File: src/design/art_pkg.sv
// Shared types and constants for the allocation range tracker.
// Used by art_ctrl, art_dp and the top level; depends on nothing.
package art_pkg;

	localparam int SLOT_COUNT = 64;
	localparam int IDX_W      = 6;	// slot index width
	localparam int CNT_W      = 7;	// counts up to SLOT_COUNT
	localparam int TOT_W      = 71;	// 64-bit total plus carry count
	localparam int PADDR_W    = 3;

	localparam logic [CNT_W-1:0] SLOTS_RESET = 7'd64;
	localparam logic [0:0]       REG_SLOTS_IN_USE = 1'b0;

	typedef enum logic [2:0] {
		OP_INSERT   = 3'd0,
		OP_RELEASE  = 3'd1,
		OP_FIND_REQ = 3'd2,
		OP_FIND_LEN = 3'd3,
		OP_CLEAR    = 3'd4
	} op_t;

	typedef struct packed {
		logic [2:0]  opcode;
		logic [63:0] address;
		logic [63:0] length;
		logic [63:0] requested_length;
	} in_word_t;

	typedef struct packed {
		logic             success;
		logic [63:0]      base_address;
		logic [63:0]      length_out;
		logic [CNT_W-1:0] live_entries;
		logic [63:0]      live_bytes;
	} out_word_t;

	typedef enum logic [3:0] {
		ST_IDLE,
		ST_DISPATCH,
		ST_OV_RD,
		ST_OV_CMP,
		ST_MOD,
		ST_FREE,
		ST_FD_RD,
		ST_FD_CMP,
		ST_RESULT
	} state_t;

	typedef struct packed {
		logic load;
		logic scan_clr;
		logic scan_inc;
		logic rd;
		logic mod_init;
		logic mod_sub;
		logic free_init;
		logic free_step;
		logic do_insert;
		logic do_release;
		logic do_clear;
		logic set_hit;
		logic res_load;
	} cmd_t;

	typedef struct packed {
		logic [2:0] opcode;
		logic       pre_ok;
		logic       addr_zero;
		logic       idx_end;
		logic       live_hit;
		logic       overlap;
		logic       match;
		logic       contains;
		logic       mod_ge;
		logic       free_hit;
		logic       fcnt_end;
		logic       out_free;
	} status_t;

endpackage

File: src/design/art_ctrl.sv
// Sequencer for the allocation range tracker: one word at a time.
// Depends on art_pkg; drives commands into art_dp.
module art_ctrl
	import art_pkg::*;
(
	input  logic    clk,
	input  logic    arst_n,
	input  logic    in_valid,
	output logic    in_stall,
	input  status_t st,
	output cmd_t    cmd
);

	state_t state_q, state_nxt;

	always_ff @(posedge clk or negedge arst_n) begin
		if (!arst_n) state_q <= ST_IDLE;
		else         state_q <= state_nxt;
	end

	always_comb begin
		state_nxt = state_q;
		unique case (state_q)
			ST_IDLE: if (in_valid) state_nxt = ST_DISPATCH;
			ST_DISPATCH: begin
				case (st.opcode)
					OP_INSERT:   state_nxt = st.pre_ok ? ST_OV_RD : ST_RESULT;
					OP_RELEASE, OP_FIND_REQ, OP_FIND_LEN:
						state_nxt = st.addr_zero ? ST_RESULT : ST_FD_RD;
					default:     state_nxt = ST_RESULT;
				endcase
			end
			ST_OV_RD:  state_nxt = st.idx_end ? ST_MOD : ST_OV_CMP;
			ST_OV_CMP: state_nxt = (st.live_hit && st.overlap) ? ST_RESULT : ST_OV_RD;
			ST_MOD:    if (!st.mod_ge) state_nxt = ST_FREE;
			ST_FREE:   if (st.fcnt_end || st.free_hit) state_nxt = ST_RESULT;
			ST_FD_RD:  state_nxt = st.idx_end ? ST_RESULT : ST_FD_CMP;
			ST_FD_CMP: begin
				if (st.opcode == OP_RELEASE)
					state_nxt = (st.live_hit && st.match) ? ST_RESULT : ST_FD_RD;
				else
					state_nxt = (st.live_hit && st.contains) ? ST_RESULT : ST_FD_RD;
			end
			ST_RESULT: if (st.out_free) state_nxt = ST_IDLE;
			default:   state_nxt = ST_IDLE;
		endcase
	end

	always_comb begin
		cmd = '0;
		unique case (state_q)
			ST_IDLE: cmd.load = in_valid;
			ST_DISPATCH: begin
				case (st.opcode)
					OP_INSERT:  cmd.scan_clr = st.pre_ok;
					OP_RELEASE, OP_FIND_REQ, OP_FIND_LEN: cmd.scan_clr = !st.addr_zero;
					OP_CLEAR:   cmd.do_clear = 1'b1;
					default:    ;
				endcase
			end
			ST_OV_RD: begin
				cmd.mod_init = st.idx_end;
				cmd.rd       = !st.idx_end;
			end
			ST_OV_CMP: cmd.scan_inc = !(st.live_hit && st.overlap);
			ST_MOD: begin
				cmd.mod_sub   = st.mod_ge;
				cmd.free_init = !st.mod_ge;
			end
			ST_FREE: begin
				cmd.do_insert = !st.fcnt_end && st.free_hit;
				cmd.free_step = !st.fcnt_end && !st.free_hit;
			end
			ST_FD_RD: cmd.rd = !st.idx_end;
			ST_FD_CMP: begin
				if (st.opcode == OP_RELEASE) begin
					cmd.do_release = st.live_hit && st.match;
					cmd.scan_inc   = !(st.live_hit && st.match);
				end else begin
					cmd.set_hit  = st.live_hit && st.contains;
					cmd.scan_inc = !(st.live_hit && st.contains);
				end
			end
			ST_RESULT: cmd.res_load = st.out_free;
			default: ;
		endcase
	end

	assign in_stall = (state_q != ST_IDLE);

endmodule

File: config.mk
export PLATFORM = sky130hd
export DESIGN_NAME = art_ctrl
export DESIGN_NICKNAME = d
export VERILOG_FILES = /design/src/design/art_pkg.sv /design/src/design/art_ctrl.sv
export SDC_FILE = /design/constraint.sdc
export NUM_CORES = 1
export LEC_CHECK = 0
export BUFFER_PORTS_ARGS = -buffer_cell sky130_fd_sc_hd__buf_2
export CELL_PAD_IN_SITES_DETAIL_PLACEMENT = 0
export CELL_PAD_IN_SITES_GLOBAL_PLACEMENT = 1
export CORE_ASPECT_RATIO = 1.5
export CORE_MARGIN = 2
export CORE_UTILIZATION = 25
export DETAILED_ROUTE_END_ITERATION = 6
export PLACE_DENSITY_LB_ADDON = 0.1
export SYNTH_ARGS = -nofsm -noshare
export SYNTH_HDL_FRONTEND = slang
export SYNTH_SLANG_ARGS = --single-unit
File: constraint.sdc
create_clock -name clk -period 1.5 [get_ports clk]
set_input_delay 0.15 -clock clk [delete_from_list [all_inputs] [get_ports clk]]
set_output_delay 0.15 -clock clk [all_outputs]
set_load 0.05 [all_outputs]
==> results.ini, run 1 <==
[outcome]
status = finished, violations left
violations = setup timing

[global_routing]
grt_usage_pct = 16.8
overflow = 0
first_global_vias = 701
grt_pass1_wl_mm = 2.86
grt_antenna_before_repair = 0
grt_max_degree = 14

[yosys]
synth_commonest_cells = 10 x nand2_1, 7 x nand2b_1, 7 x nor2_1
syn_area_per_cell_um2 = 7.30
yosysMostFrequentCell = nand2_1
ys_types = 31
synth_top_cell_area_share_pct = 19.3
seq_area_frac_synth_pct = 19.3
async_reset_ff_share_pct = 100
yosysWarnings = 0
ys.flop_type = dfrtp_1
syn_inst = 71
ys_ff_latch = 4
synth-edff-count = 0
synthTopCellsByArea = dfrtp_1 19%, nand2b_1 8.5%, nand2_1 7.2%
syn_nets = 88
synth_area_leader_cell = dfrtp_1
syn_area_um2 = 518

[routing]
dr_total_vias = 742
avgViaCountPerCell = 4.91
route.detailed.drc = 0
ant_nets = 0
avgRoutedWirePerCell_um = 12.7
wl_mm = 1.92
top_layer = met3
wl_met1_um = 698
wl_met3_um = 107
drt_iter0_markers = 4
first_pass_iters = 4
route.met2.wl_mm = 1.11

[final_layout]
regMostFlops = state_q
top_regs = state_q: 4 flops
instances_no_fill = 151
largest_register_ffs = 4
antenna_cells = 0
drive_above_1_share_pct = 71.3
nets = 147
syn_to_final_growth_pct = 145

[power]
power_mw = 2.11
power.density_nw_per_um2 = 1660
max-vdd-ir-drop_uv = 1020
power_leakage_nw = 0.559

[timing]
worstMarginPinSlew_ns = 0.325
final_hold_viol_count = 0
min_period_ns = 1.66
setup_violations = 10
slew_headroom_pct = 78.4
skew_ns = 0.00279
rsz0062_at_grt = yes
setup_slack_ns = -0.161
fmax_mhz = 602
min_period_over_period_pct = 111
slew_viol_final = 0

[floorplan]
die_h_um = 59.8
num_rows = 20
die_area_um2 = 2460
ios = 31
start_util_pct = 25.9
fp.coreArea_um2 = 2000
dieWidth_um = 41.2

[clock_network]
cts_max_path_buffers = 2
cts_sinks = 4
clock-root-buffer = clkbuf_4
cts_made_buffers = 3
h-tree-depth = 1
cts_tree = done
clkTransAtPathRegs_ns = 0.04
clk_latency_ns = 0.23

[run]
maxCapViolations = 0

[worst_setup_path]
rr_worst_depth = 7
rr_startpoint = state_q[2]
critPathArrivalTime_ns = 1.51
critPathMaxFanout = 4
end_kind = primary output
crit_end = cmd[5]
r2r_slack_ns = -0.03
crit_required_ns = 1.35
startpoint = state_q[3]
path_class = reg -> out
start_kind = flop
r2r-end = state_q[3]

[place]
dp_cells = 136
dp_hpwl_mm = 1.43
io_buffers = 30
globalplace.congestion = 0.773

[min_path]
hp-class = in -> async

==> worst min path at each step <==
stage                start         end  slack, ns
finish              arst_n  state_q[3]       0.25
global route        arst_n  state_q[3]       0.26
CTS                 arst_n  state_q[3]       0.24
detailed placement  arst_n  state_q[3]      -0.04
global placement    arst_n  state_q[3]      -0.04
floorplan           arst_n  state_q[0]      -0.15
==> layout by cell type (no fill, tap or decap), types with 2 or more instances in the layout <==
cell type / instances
and3_4: 2
nor3_1: 2
nand3b_1: 2
clkbuf_4: 3
buf_4: 18
nand2_2: 2
dfrtp_2: 2
nor3b_4: 2
a211o_1: 2
nand2b_1: 5
nor3_4: 2
nor2_2: 3
buf_12: 3
buf_2: 17
nor4_4: 3
inv_1: 2
buf_6: 15
buf_8: 4
nand2b_4: 2
dfrtp_1: 2
nand2_1: 7
nor2_4: 3
==> kinds of logic (layout without fill, tap and decap cells) <==
group           Yosys count  in the layout  synth area share [%]
buf+inv                   7             65                  7.97
simple gates             47             47                  52.4
flops                     4              4                  19.3
compound gates           12             12                  18.4
mux                       1              1                  1.93
==> where the power goes <==
| group | switching, mW | total (mW) | internal [mW] | leakage [nW] |
|---|---|---|---|---|
| Combinational | 0.868 | 1.75 | 0.885 | 0.495 |
| Clock | 0.0429 | 0.143 | 0.0998 | 0.0150 |
| Sequential | 0.0609 | 0.217 | 0.157 | 0.0497 |
==> critical path, cell delays in order, from the launching register on <==
cell        delay (ns)
dfrtp_1           0.37
nand2b_4          0.15
or4_4             0.51
clkinvlp_4        0.11
buf_8             0.14
==> stage by stage <==
| step | TNS, ns | instance area (um2) | util [%] | setup WS [ns] | hold WS, ns |
|---|---|---|---|---|---|
| 5_1_grt | -1.45 | 1270 | 63.4 | -0.211 | 0.257 |
| 4_1_cts | -0.511 | 1110 | 55.3 | -0.153 | 0.241 |
| 3_3_place_gp | -0.149 | 905 | 45.2 | -0.0786 | -0.0444 |
| 6_report | -0.630 | 1270 | 63.4 | -0.161 | 0.251 |
| 3_5_place_dp | -0.135 | 905 | 45.2 | -0.0645 | -0.0434 |
| 2_1_floorplan | -0.350 | 617 | - | -0.141 | -0.146 |
==> metal layers <==
metal | track usage, % | vias up
met5 | 0 | -
met1 | 19.1 | 343
met3 | 2.97 | 0
met4 | 5.53 | 0
met2 | 29.7 | 22
li1 | - | 377
==> what timing repair did <==
action,in CTS,in global routing
resized for setup,43,20
endpoints found under the setup margin,16,15
buffers inserted,2,9
hold buffers,1,0
pin swaps,7,12
endpoints found under the hold margin,4,0
==> layout make-up <==
cell class	count	area, um2
clock buffer	4	26.3
fill	186	732
inverter	3	15.0
multi-input combinational	60	579
sequential	4	103
tap	22	27.5
timing repair buffer	58	519
(Power assumes the default switching activity.)
==> run 2, diff against run 1 <==
==> constraint.sdc (replaced) <==
create_clock -name clk -period 1.8 [get_ports clk]
set_input_delay 0.18 -clock clk [delete_from_list [all_inputs] [get_ports clk]]
set_output_delay 0.18 -clock clk [all_outputs]
set_load 0.05 [all_outputs]
==> run 2 against run 1 <==
Net effect: the run now ends clean; final cell count shrank 15%; clock power fell by 20%; first-iteration DRC count grew 50%; utilization down 22 points; sequential share of layout area is 4.1 points higher; highest routed layer is now met4.
==> results.ini, run 2 (synthesis results as in run 1) <==
[clock_network]
clock-root-buffer = clkbuf_4
post_cts_buffers = 0  ; -2
clk_latency_ns = 0.24  ; about the same
cts_sinks = 4  ; unchanged
h-tree-depth = 1  ; unchanged
cts_made_buffers = 3  ; unchanged
clkTransAtPathRegs_ns = 0.03  ; about the same
cts_tree = done
cts_max_path_buffers = 2  ; unchanged

[final_layout]
antenna_cells = 0  ; unchanged
drive_above_1_share_pct = 46.7  ; -25 points
syn_to_final_growth_pct = 59.2
nets = 126  ; -14%
top_regs = state_q: 4 flops
final_common_cell = buf_2
layout_common_cells = 25 x buf_2, 10 x nand2_1, 9 x buf_4
largest_register_ffs = 4  ; unchanged
regMostFlops = state_q

[run]
maxCapViolations = 0  ; unchanged

[timing]
setup_violations = 0  ; -10
final_hold_viol_count = 0  ; unchanged
rsz0062_at_grt = yes
slew_headroom_pct = 75.9  ; -2.4 points
min_period_over_period_pct = 96.2
worstMarginPinSlew_ns = 0.351  ; +0.0264 ns
fmax_mhz = 577
whs_ns = 0.249  ; -0.00196 ns
skew_ns = 0.00372  ; +0.000934 ns
slew_viol_final = 0  ; unchanged
min_period_ns = 1.73
setup_slack_ns = 0.0675  ; +0.229 ns
tns_ns = 0  ; +0.630 ns

[worst_setup_path]
path_delay_family = simple AND/OR/NAND/NOR gates
critPathMaxFanout = 3  ; -1
crit_buf_inv = 2  ; unchanged
critPathArrivalTime_ns = 1.55  ; +0.04 ns
end_kind = primary output
worstPathCellList = nand2b_1 > or4_4 > inv_1 > buf_4
start_kind = flop
critPathMaxStageDelay_ns = 0.51  ; about the same
path_class = reg -> out
crit_required_ns = 1.62  ; +0.27 ns
slowest_stage = or4_4

[routing]
first_pass_iters = 4  ; unchanged
avgRoutedWirePerCell_um = 12.7  ; +0.31%
ant_nets = 0  ; unchanged
route.detailed.drc = 0  ; unchanged
wl_mm = 1.64  ; -14%
dr_total_vias = 662  ; -11%
avgViaCountPerCell = 5.13  ; +4.4%
drt_iter0_markers = 6  ; +2

[place]
dp_hpwl_mm = 1.32  ; -7.9%
io_buffers = 30  ; unchanged
globalplace.congestion = 0.733  ; -5.2%
dp_slack_ns = 0.149  ; +0.213 ns

[floorplan]
die_h_um = 59.8  ; unchanged
start_util_pct = 25.9  ; unchanged
dieWidth_um = 41.2  ; unchanged
ios = 31  ; unchanged
fp.coreArea_um2 = 2000  ; unchanged
num_rows = 20  ; unchanged
die_area_um2 = 2460  ; unchanged

[global_routing]
grt_antenna_before_repair = 0  ; unchanged
overflow = 0  ; unchanged
grt_pass1_wl_mm = 2.57  ; -9.9%
grt_max_degree = 16  ; +2
grt_usage_pct = 15.5  ; -1.3 points
first_global_vias = 604  ; -14%

[power]
max-vdd-ir-drop_uv = 563  ; -45%
power.density_nw_per_um2 = 1330  ; -20%
power_leakage_nw = 0.405  ; -28%

[outcome]
status = finished clean

[min_path]
hp-class = in -> reg

-- run 2: changes by cell type in the layout (fill, tap and decap cells not counted), sizes merged --
cell and change:
clkinvlp -1, buf -22, inv +1
-- run 2: path summary, 6_finish.rpt --
| kind | end | slack, ns | depth (start not counted) | startpoint |
|---|---|---|---|---|
| setup / recovery | cmd[5] | 0.07 | 4 | state_q[1] |
| hold reg to reg | state_q[0] | 0.68 | 3 | state_q[0] |
| hold / removal | state_q[0] | 0.25 | 3 | st[2] |
| setup reg to reg | state_q[2] | 0.36 | 5 | state_q[0] |
| max in group asynchronous | state_q[1] | 1.42 | 2 | arst_n |
| min in group asynchronous | state_q[3] | 0.27 | 2 | arst_n |
-- run 2: metal layers --
| layer | vias to the layer above | part of all wire (%) | global-route usage, % |
|---|---|---|---|
| met5 | - | 0 | 0 |
| met4 | 0 | 3.3 | 9.68 |
| met3 | 5 | 6.1 | 1.49 |
| met2 | 27 | 52 | 25.4 |
| met1 | 299 | 39 | 18.2 |
| li1 | 331 | - | - |
-- run 2: where the power goes --
| part | internal [mW] | switching [mW] | total (mW) |
|---|---|---|---|
| sequential | 0.126 | 0.0152 | 0.142 |
| clock | 0.0748 | 0.0399 | 0.115 |
| combinational | 0.293 | 0.550 | 0.843 |
-- run 2: worst reg2reg max path, delay by kind of cell, from the launching register on --
family	cells	cell delay, ns
AO/OA/AOI/OAI	3	0.66
buffers and inverters	1	0.17
flip-flops	1	0.36
AND/OR/NAND/NOR	1	0.13
-- run 2: area by class of cell --
class / count / area [um2]
well taps: 22 / 27.5
repair buffers: 37 / 221
multi-input cells: 60 / 442
inverters: 3 / 11.3
flip-flops and latches: 4 / 100
fillers: 232 / 1180
clock buffers: 3 / 22.5
-- run 2: per-stage QoR --
stage / cells / utilization [%] / instance area, um2 / power [mW]
after floorplan: 71 / - / 572 / 0.762
after global placement: 125 / 38.2 / 764 / 0.971
after detailed placement: 125 / 38.2 / 764 / 0.969
after CTS: 129 / 40.1 / 802 / 1.09
after global routing: 129 / 41.2 / 825 / 1.18
final: 129 / 41.2 / 825 / 1.10
-- run 2: timing repair --
item / CTS / global route
hold buffers: 1 / 0
endpoints found under the hold margin: 4 / 0
setup endpoints to repair: 2 / 7
resized for setup: 2 / 9
